$ cat src/rtl/core/rcsfp_pkg.sv
package rcsfp_pkg;

   // frame layout
   localparam int unsigned FRAME_LEN       = 16;
   localparam int unsigned POS_W           = 4;
   localparam int unsigned MAX_CHANNELS_DEF = 16;

   // accepted bind-type bytes
   localparam logic [7:0] BIND_12         = 8'h12;
   localparam logic [7:0] BIND_A2         = 8'ha2;
   localparam logic [7:0] BIND_B2         = 8'hb2;

   // channel word high-byte fields
   localparam logic [7:0] HIGH_INDEX_MASK = 8'b0111_1000;
   localparam logic [7:0] HIGH_VALUE_MASK = 8'b0000_0111;

   localparam logic [15:0] WINDOW_RESET   = 16'd100;
   localparam logic [15:0] TICKS_MAX      = 16'hffff;

   // item kinds
   localparam logic CMD_BYTE = 1'b0;
   localparam logic CMD_TICK = 1'b1;

   typedef enum logic [1:0] {
      ERR_NONE  = 2'd0,
      ERR_BIND  = 2'd1,
      ERR_INDEX = 2'd2
   } frame_error_type;

   typedef struct packed {
      logic       cmd;
      logic [7:0] data_byte;
   } req_type;

   typedef struct packed {
      logic            channel_valid;
      logic [3:0]      channel_index;
      logic [10:0]     channel_value;
      logic            frame_done;
      frame_error_type frame_error;
      logic [7:0]      error_count;
      logic [7:0]      bind_type;
      logic            connected;
   } rsp_type;

   function automatic logic bind_ok(input logic [7:0] b);
      return (b == BIND_12) || (b == BIND_A2) || (b == BIND_B2);
   endfunction

endpackage

$ cat src/rtl/core/rc_satellite_frame_parser.sv
// channel  dir  handshake           payload
// req      in   req_valid/req_stall  rcsfp_pkg::req_type (cmd, data_byte)
// rsp      out  rsp_valid/rsp_stall  rcsfp_pkg::rsp_type (channel word, frame status)
// csr      in   csr_write_enable     csr_write_data = connect_window
//
// one result beat per request beat, registered and presented in the cycle after the request is taken
// a new request is taken every cycle while the result register is free or draining
// req_stall follows rsp_stall only while a result beat is held in the output register
// synchronous active-high reset: parser waits for an error-count byte, link disconnected,
//   connect window back to 100 ticks
module rc_satellite_frame_parser #(
   parameter int unsigned MAX_CHANNELS = rcsfp_pkg::MAX_CHANNELS_DEF
) (
   input  logic               clock,
   input  logic               reset,
   input  logic               req_valid,
   output logic               req_stall,
   input  rcsfp_pkg::req_type req_data,
   output logic               rsp_valid,
   input  logic               rsp_stall,
   output rcsfp_pkg::rsp_type rsp_data,
   input  logic               csr_write_enable,
   input  logic [15:0]        csr_write_data
);

   localparam int unsigned PW = rcsfp_pkg::POS_W;
   localparam logic [PW-1:0] POS_LAST = PW'(rcsfp_pkg::FRAME_LEN - 1);
   localparam logic [4:0] CH_LIMIT = 5'(MAX_CHANNELS);

   // parser state
   logic [PW-1:0]      pos_ff, pos_in;
   logic [6:0]         pending_ff, pending_in;
   logic [7:0]         err_cnt_ff, err_cnt_in;
   logic [7:0]         bind_ff, bind_in;
   logic [15:0]        ticks_ff, ticks_in;
   logic [15:0]        window_ff;

   // output register
   logic               rsp_valid_ff;
   rcsfp_pkg::rsp_type rsp_data_ff, rsp_data_in;

   logic               accept;
   logic [3:0]         byte_index;

   // held result blocks new beats only while downstream stalls
   assign req_stall = rsp_valid_ff && rsp_stall;
   assign accept    = req_valid && !req_stall;
   assign rsp_valid = rsp_valid_ff;
   assign rsp_data  = rsp_data_ff;

   assign byte_index = 4'((req_data.data_byte & rcsfp_pkg::HIGH_INDEX_MASK) >> 3);

   always_comb begin
      pos_in      = pos_ff;
      pending_in  = pending_ff;
      err_cnt_in  = err_cnt_ff;
      bind_in     = bind_ff;
      ticks_in    = ticks_ff;
      rsp_data_in = '0;
      rsp_data_in.frame_error = rcsfp_pkg::ERR_NONE;

      if (req_data.cmd == rcsfp_pkg::CMD_TICK) begin
         // saturating millisecond counter
         if (ticks_ff != rcsfp_pkg::TICKS_MAX) begin
            ticks_in = ticks_ff + 16'd1;
         end
      end else if (pos_ff == '0) begin
         err_cnt_in = req_data.data_byte;
         pos_in     = PW'(1);
      end else if (pos_ff == PW'(1)) begin
         // bind byte is kept even when rejected
         bind_in = req_data.data_byte;
         if (rcsfp_pkg::bind_ok(req_data.data_byte)) begin
            pos_in = PW'(2);
         end else begin
            rsp_data_in.frame_error = rcsfp_pkg::ERR_BIND;
            pos_in = '0;
         end
      end else if (!pos_ff[0]) begin
         // high byte of a channel word
         if ({1'b0, byte_index} < CH_LIMIT) begin
            pending_in = req_data.data_byte[6:0];
            pos_in     = pos_ff + PW'(1);
         end else begin
            rsp_data_in.frame_error = rcsfp_pkg::ERR_INDEX;
            pos_in = '0;
         end
      end else begin
         // low byte completes the word
         rsp_data_in.channel_valid = 1'b1;
         rsp_data_in.channel_index = pending_ff[6:3];
         rsp_data_in.channel_value = {pending_ff[2:0], req_data.data_byte};
         if (pos_ff == POS_LAST) begin
            rsp_data_in.frame_done = 1'b1;
            ticks_in = '0;
            pos_in   = '0;
         end else begin
            pos_in = pos_ff + PW'(1);
         end
      end

      rsp_data_in.error_count = err_cnt_in;
      rsp_data_in.bind_type   = bind_in;
      rsp_data_in.connected   = ticks_in < window_ff;
   end

   always_ff @(posedge clock) begin
      if (reset) begin
         pos_ff       <= '0;
         pending_ff   <= '0;
         err_cnt_ff   <= '0;
         bind_ff      <= '0;
         ticks_ff     <= rcsfp_pkg::TICKS_MAX;
         window_ff    <= rcsfp_pkg::WINDOW_RESET;
         rsp_valid_ff <= 1'b0;
      end else begin
         if (csr_write_enable) begin
            window_ff <= csr_write_data;
         end
         if (accept) begin
            pos_ff       <= pos_in;
            pending_ff   <= pending_in;
            err_cnt_ff   <= err_cnt_in;
            bind_ff      <= bind_in;
            ticks_ff     <= ticks_in;
            rsp_valid_ff <= 1'b1;
         end else if (!rsp_stall) begin
            rsp_valid_ff <= 1'b0;
         end
      end
   end

   // result payload, no reset needed
   always_ff @(posedge clock) begin
      if (accept) begin
         rsp_data_ff <= rsp_data_in;
      end
   end

`ifndef ASSERT_OFF
   a_stall_only_when_full: assert property (@(posedge clock) disable iff (reset)
      req_stall |-> rsp_valid_ff)
      else $error("request stalled with empty output register");

   a_accept_gives_result: assert property (@(posedge clock) disable iff (reset)
      accept |=> rsp_valid_ff)
      else $error("accepted beat produced no result");

   a_done_has_word: assert property (@(posedge clock) disable iff (reset)
      (rsp_valid_ff && rsp_data_ff.frame_done) |-> rsp_data_ff.channel_valid)
      else $error("frame done without a completed channel word");

   a_error_resyncs: assert property (@(posedge clock) disable iff (reset)
      (rsp_valid_ff && (rsp_data_ff.frame_error != rcsfp_pkg::ERR_NONE)) |-> (pos_ff == '0))
      else $error("parser did not resynchronize after a frame error");
`endif

endmodule

$ cat config.mk
export PLATFORM = sky130hd
export DESIGN_NAME = rc_satellite_frame_parser
export DESIGN_NICKNAME = d
export VERILOG_FILES = /design/src/rtl/core/rcsfp_pkg.sv /design/src/rtl/core/rc_satellite_frame_parser.sv
export SDC_FILE = /design/constraint.sdc
export NUM_CORES = 1
export LEC_CHECK = 0
export BUFFER_PORTS_ARGS = -buffer_cell sky130_fd_sc_hd__buf_2
export CORE_MARGIN = 8
export CORE_UTILIZATION = 25
export DETAILED_ROUTE_END_ITERATION = 8
export HOLD_SLACK_MARGIN = 0.02
export SYNTH_ARGS = -nofsm -noshare
export SYNTH_HDL_FRONTEND = slang
export SYNTH_SLANG_ARGS = --single-unit
$ cat constraint.sdc
create_clock -name clock -period 3.19 [get_ports clock]
set_input_delay 0.638 -clock clock [delete_from_list [all_inputs] [get_ports clock]]
set_output_delay 0.638 -clock clock [all_outputs]
set_load 0.01 [all_outputs]
==> metrics.csv, run 1 <==
metric,value,unit
grt_pass1_wl,17300,um
ff2ff_path_depth,10,
max_freq,335,MHz
async_flop_share,0,
slowest_stage,or4_4,
yosysUniqueCellTypes,54,
power.share.combinational,0.237,
slew_headroom,0.533,
holdPathEnd,err_cnt_ff[7],
crit_start,ticks_ff[1],
regToRegStartpoint,ticks_ff[1],
place_hpwl,7510,um
grt_pass1_vias,3329,
synth_seq_cells,95,
rsz0062_at_grt,no,
switching_share,0.309,
p_sw,1.03,mW
wirelength,10800,um
io_buffers,66,
fin_hold_ws,0.454,ns
reg2reg_slack,0.20,ns
cp.arrival,3.08,ns
regArea,2250,um2
insertion_delay,0.35,ns
finalCriticalPeriod,2.99,ns
endpoint_kind,flop,
nNetsFinal,576,
path_class,flop to flop,
holdCritStartpoint,err_cnt_ff[7],
cellPowerDensity,604,nW/um2
grt.total_usage,0.0953,
viasPerCell,4.62,
r2r-end,rsp_data[0],
ys.flop_type,dfxtp_1,
peakVddDrop,0.364,mV
diodes,0,
seq_power_share,0.415,
io-pin-count,68,
fin_crit_sh,0.936,
cts_htree_levels,3,
max-cap-violations,0,
cts_tree,built,
syn_inst,458,
initial_core_util,0.255,
routedWlPerCell,14.2,um
drive_above_1_share,0.239,
clk_pin_slew,0.07,ns
dr.first_iter.drc_count,191,
synth_edf_count,35,
coreArea,18000,um2
pwr-share-clk,0.348,
tns,0,ns
slew_violations,0,
fillers,1878,
rows,49,
multi_input_area,2140,um2
p_leak,2.31,nW
syn_avg_cell_area,9.99,um2
worst_pin_slew,0.697,ns
ys_seq_area_frac,0.492,
area_growth,21.0,%
antenna_left,0,
synth_area,4570,um2
final_common_cell,buf_2,
gr-total-overflow,0,
crit_path_cell_trace,"ha_1, nand3_1, or4_4, and3_1, mux2i_1, ha_1, o211ai_1, or4b_1, nand4_1, a21oi_1",
antenna_found_initial,0,
critPathLaunchType,flop,
dr.pass1.iters,6,
whs_path_depth,2,
worst-path-buf-inv,0,
cp_max_fo,10,
ys.warnings.count,0,
cts_inserted_buffers,9,
mappedNetlistNets,507,
post-route-drc-count,0,
hp-class,flop to flop,
grt_max_degree,53,
cts.sinks,95,
setup_viol,0,
root_buffer,clkbuf_16,
ctsLongestPathBuffers,2,
cts_hold_buf,0,
cp_top_family,simple AND/OR/NAND/NOR gates,
dieWidth,151,um
cp_data_required_time,3.29,ns
fin_skew,0.00545,ns
layout_common_cells,"66 x buf_2, 58 x dfxtp_1, 41 x nor2_1, 36 x nand2_1, 35 x edfxtp_1",
status,"complete, no violations",
dieArea,22900,um2
max_stage_delay,0.57,ns
num_vias,3517,
critPathMostFrequentCell,ha_1,
internal_power,2.31,mW
place.gp.congestion,0.778,
die_h,151,um
finalHoldViolCount,0,
cell type report:
class	instances	area share
multi-input combinational	317	0.387
timing repair buffer	80	0.0787
inverter	24	0.0163
clock inverter	7	0.0185
tap	229	0.0518
sequential	95	0.407
clock buffer	9	0.0407
worst register-to-register path: stages (launching register included):
cell and delay (ns):
dfxtp_1 0.40, ha_1 0.22, nand3_1 0.09, or4_4 0.57, and3_1 0.24, mux2i_1 0.14, ha_1 0.32, o211ai_1 0.11
or4b_1 0.47, nand4_1 0.12, a21oi_1 0.08
per-layer routing:
| layer | wire, um | up-vias | GRT usage |
|---|---|---|---|
| met3 | 735 | 10 | 0.0287 |
| met5 | 0 | - | 0 |
| met4 | 138 | 0 | 0.0307 |
| met1 | 5170 | 1635 | 0.124 |
| met2 | 4760 | 80 | 0.148 |
| li1 | - | 1792 | - |
cell families after synthesis:
group / Yosys count / synth area share
muxes: 48 / 0.110
DFF: 95 / 0.492
adders and majority gates: 19 / 0.0520
other: 1 / 0.000820
and+or+nand+nor: 161 / 0.183
AOI/OAI and AO/OA: 88 / 0.123
buffers and inverters: 46 / 0.0399
metrics by stage:
step                power, mW  instances  utilization  area [um2]  setup slack (ns)
floorplan                1.96        458            -        4570             0.395
global placement         2.18        743        0.289        5190             0.157
detailed placement       2.18        743        0.289        5190            0.0715
CTS                      3.37        759        0.307        5520             0.165
global route             3.54        761        0.308        5530            0.0321
finish                   3.34        761        0.308        5530             0.204
registers in the layout, summed over array words and instances (netlist names):
register,cells
bind_ff,8
pending_ff,7
err_cnt_ff,8
pos_ff,4
window_ff,16
ticks_ff,16
rsp_valid,1
rsp_data,35
Yosys cell counts, drive strengths merged (3+ instances only):
| master | n | area share |
|---|---|---|
| a21o | 5 | 0.0082 |
| a21oi | 28 | 0.031 |
| a31oi | 4 | 0.0055 |
| and2 | 19 | 0.026 |
| and3 | 6 | 0.0082 |
| buf | 7 | 0.0079 |
| clkbuf | 15 | 0.012 |
| dfxtp | 60 | 0.26 |
| edfxtp | 35 | 0.23 |
| ha | 19 | 0.052 |
| inv | 22 | 0.018 |
| mux2 | 17 | 0.042 |
| mux2i | 31 | 0.068 |
| nand2 | 36 | 0.030 |
| nand3 | 23 | 0.025 |
| nand4 | 11 | 0.019 |
| nor2 | 42 | 0.035 |
| nor3 | 3 | 0.0044 |
| nor3b | 3 | 0.0049 |
| nor4 | 3 | 0.0041 |
| o211ai | 9 | 0.015 |
| o21ai | 20 | 0.022 |
| o311ai | 4 | 0.0077 |
| or3 | 3 | 0.0041 |
worst max-delay path by stage:
stage                       end  slack [ns]  cells after the start
detailed placement  rsp_data[0]        0.07                     12
global placement    rsp_data[0]        0.16                     12
finish              rsp_data[0]        0.20                     10
CTS                 rsp_data[0]        0.17                      9
floorplan           rsp_data[0]        0.40                     12
global route        rsp_data[0]        0.03                     10
repair_timing:
item                                    in CTS  in global routing
buffers inserted                             0                  2
resized for setup                            0                  2
endpoints found under the setup margin       0                  1
power groups by stage:
stage	logic, mW	clock network, mW	registers, mW
final	0.792	1.16	1.39
after floorplan	0.543	0	1.42
after CTS	0.776	1.20	1.39
after global placement	0.768	0	1.41
after global routing	0.901	1.24	1.40
after detailed placement	0.767	0	1.42
No activity file was read; power rests on OpenSTA's default activity.
==> run 2, diff against run 1 <==
Clock period 3.19 ns to 3.6 ns, I/O delays scaled along.
==> metrics.csv, run 2 (synthesis results as in run 1) <==
metric,value,unit,change
power.share.combinational,0.230,,was 0.237
max_stage_delay,0.65,ns,was 0.57 ns
cts_hold_buf,0,,unchanged
layout_common_cells,"66 x buf_2, 60 x dfxtp_1, 41 x nor2_1, 36 x nand2_1, 35 x edfxtp_1",,"was 66 x buf_2, 58 x dfxtp_1, 41 x nor2_1, 36 x nand2_1, 35 x edfxtp_1"
holdPathEnd,err_cnt_ff[3],,was err_cnt_ff[7]
cp.depth,9,,was 10
fin_skew,0.00503,ns,was 0.00545 ns
peakVddDrop,0.316,mV,was 0.364 mV
crit_start,ticks_ff[8],,was ticks_ff[1]
ff2ff_path_depth,9,,was 10
slew_headroom,0.408,,was 0.533
setup_viol,0,,unchanged
wirelength,10900,um,"was 10,800 um"
antenna_left,0,,unchanged
worst_pin_slew,0.883,ns,was 0.697 ns
final_common_cell,buf_2,,unchanged
cts.sinks,95,,unchanged
dieArea,22900,um2,unchanged
nNetsFinal,568,,was 576
max_freq,331,MHz,was 335 MHz
post-route-drc-count,0,,unchanged
hp-class,flop to flop,,unchanged
rows,49,,unchanged
cts_tree,built,,unchanged
area_growth,19.0,%,was 21.0%
grt_max_degree,38,,was 53
finalCriticalPeriod,3.03,ns,was 2.99 ns
insertion_delay,0.35,ns,about the same
initial_core_util,0.255,,unchanged
dr.pass1.iters,4,,was 6
gr-total-overflow,0,,unchanged
switching_share,0.314,,was 0.309
cellPowerDensity,526,nW/um2,was 604 nW/um2
crit_path_cell_trace,"nand4_2, or4_4, and3_1, mux2i_1, ha_1, o211ai_1, or4b_1, nand4_1, a21oi_1",,"was ha_1, nand3_1, or4_4, and3_1, mux2i_1, ha_1, o211ai_1, or4b_1, nand4_1, a21oi_1"
cp_data_required_time,3.70,ns,was 3.29 ns
grt_pass1_wl,17200,um,"was 17,300 um"
antenna_found_initial,0,,unchanged
worst-path-buf-inv,0,,unchanged
diodes,0,,unchanged
cts_htree_levels,3,,unchanged
die_h,151,um,unchanged
r2r-end,rsp_data[0],,unchanged
finalHoldViolCount,0,,unchanged
cts_resized,0,,unchanged
endpoint_kind,flop,,unchanged
rsz0062_at_grt,no,,unchanged
holdCritStartpoint,err_cnt_ff[3],,was err_cnt_ff[7]
cp_top_family,simple AND/OR/NAND/NOR gates,,unchanged
seq_power_share,0.432,,was 0.415
io_buffers,66,,unchanged
tns,0,ns,unchanged
reg2reg_slack,0.57,ns,was 0.20 ns
viasPerCell,4.66,,was 4.62
fin_hold_ws,0.456,ns,was 0.454 ns
whs_path_depth,2,,unchanged
cp.arrival,3.13,ns,was 3.08 ns
internal_power,1.96,mW,was 2.31 mW
slowest_stage,or4_4,,unchanged
p_sw,899,uW,was 1.03 mW
p_leak,2.26,nW,was 2.31 nW
pwr-share-clk,0.338,,was 0.348
regToRegStartpoint,ticks_ff[8],,was ticks_ff[1]
dr.first_iter.drc_count,145,,was 191
path_class,flop to flop,,unchanged
grt.total_usage,0.0960,,was 0.0953
dieWidth,151,um,unchanged
slew_violations,0,,unchanged
routedWlPerCell,14.4,um,was 14.2 um
grt_pass1_vias,3337,,"was 3,329"
fin_crit_sh,0.840,,was 0.936
coreArea,18000,um2,unchanged
cts_inserted_buffers,9,,unchanged
clk_pin_slew,0.07,ns,about the same
io-pin-count,68,,unchanged
largest_reg_flops,35,,unchanged
status,"complete, no violations",,unchanged
drive_above_1_share,0.223,,was 0.239
place_hpwl,7520,um,was 7510 um
max-cap-violations,0,,unchanged
root_buffer,clkbuf_16,,unchanged
place_area,5140,um2,was 5190 um2
critPathLaunchType,flop,,unchanged
ctsLongestPathBuffers,2,,unchanged
cp_max_fo,13,,was 10
final_cell_area,5450,um2,was 5530 um2
cts_setup_buffers,0,,unchanged
num_vias,3508,,"was 3,517"
place.gp.congestion,0.833,,was 0.778
-- run 2: cell count changes in the layout (fill, tap and decap cells not counted), sizes merged --
cell    previous run  this run
buf               80        72
bufinv             1         0
clkbuf             9        10
clkinv             5         4
inv               25        26
-- run 2: power groups by stage --
stage / clock network [mW] / logic [mW] / registers, mW
6_report: 0.968 / 0.659 / 1.24
5_1_grt: 1.03 / 0.748 / 1.25
4_1_cts: 1.00 / 0.661 / 1.24
3_5_place_dp: 0 / 0.656 / 1.26
3_3_place_gp: 0 / 0.655 / 1.26
2_1_floorplan: 0 / 0.481 / 1.26
-- run 2: worst reg2reg max path, cell delays in order, from the launching register on --
cell      delay (ns)
dfxtp_1         0.47
nand4_2         0.19
or4_4           0.65
and3_1          0.25
mux2i_1         0.13
ha_1            0.32
o211ai_1        0.11
or4b_1          0.48
nand4_1         0.11
a21oi_1         0.07
-- run 2: how the worst max path moves through the flow --
| stage | to |
|---|---|
| 3_5_place_dp | rsp_data[0] |
| 2_1_floorplan | rsp_data[0] |
| 6_report | rsp_data[0] |
| 3_3_place_gp | rsp_data[0] |
| 5_1_grt | rsp_data[0] |
| 4_1_cts | rsp_data[0] |
-- run 2: per-stage QoR --
stage	std cells	utilization	worst slack (ns)	power [mW]
2_1_floorplan	458	-	0.797	1.74
6_report	753	0.303	0.575	2.86
4_1_cts	753	0.303	0.562	2.90
5_1_grt	753	0.303	0.367	3.03
3_5_place_dp	737	0.286	0.493	1.92
3_3_place_gp	737	0.286	0.576	1.91
-- run 2: layer usage --
layer / GRT usage / up-vias / wire [um]
li1: - / 1785 / -
met1: 0.126 / 1621 / 5170
met2: 0.149 / 95 / 4690
met3: 0.0341 / 7 / 926
met4: 0.0208 / 0 / 70
met5: 0 / - / 0
-- run 2: area by class of cell --
cell class / count / area [um2]
Timing Repair Buffer: 72 / 375
Inverter: 24 / 90.1
Fill cell: 1910 / 12500
Clock inverter: 6 / 62.6
Multi-Input combinational cell: 317 / 2140
Sequential cell: 95 / 2250
Clock buffer: 10 / 239
Tap cell: 229 / 287
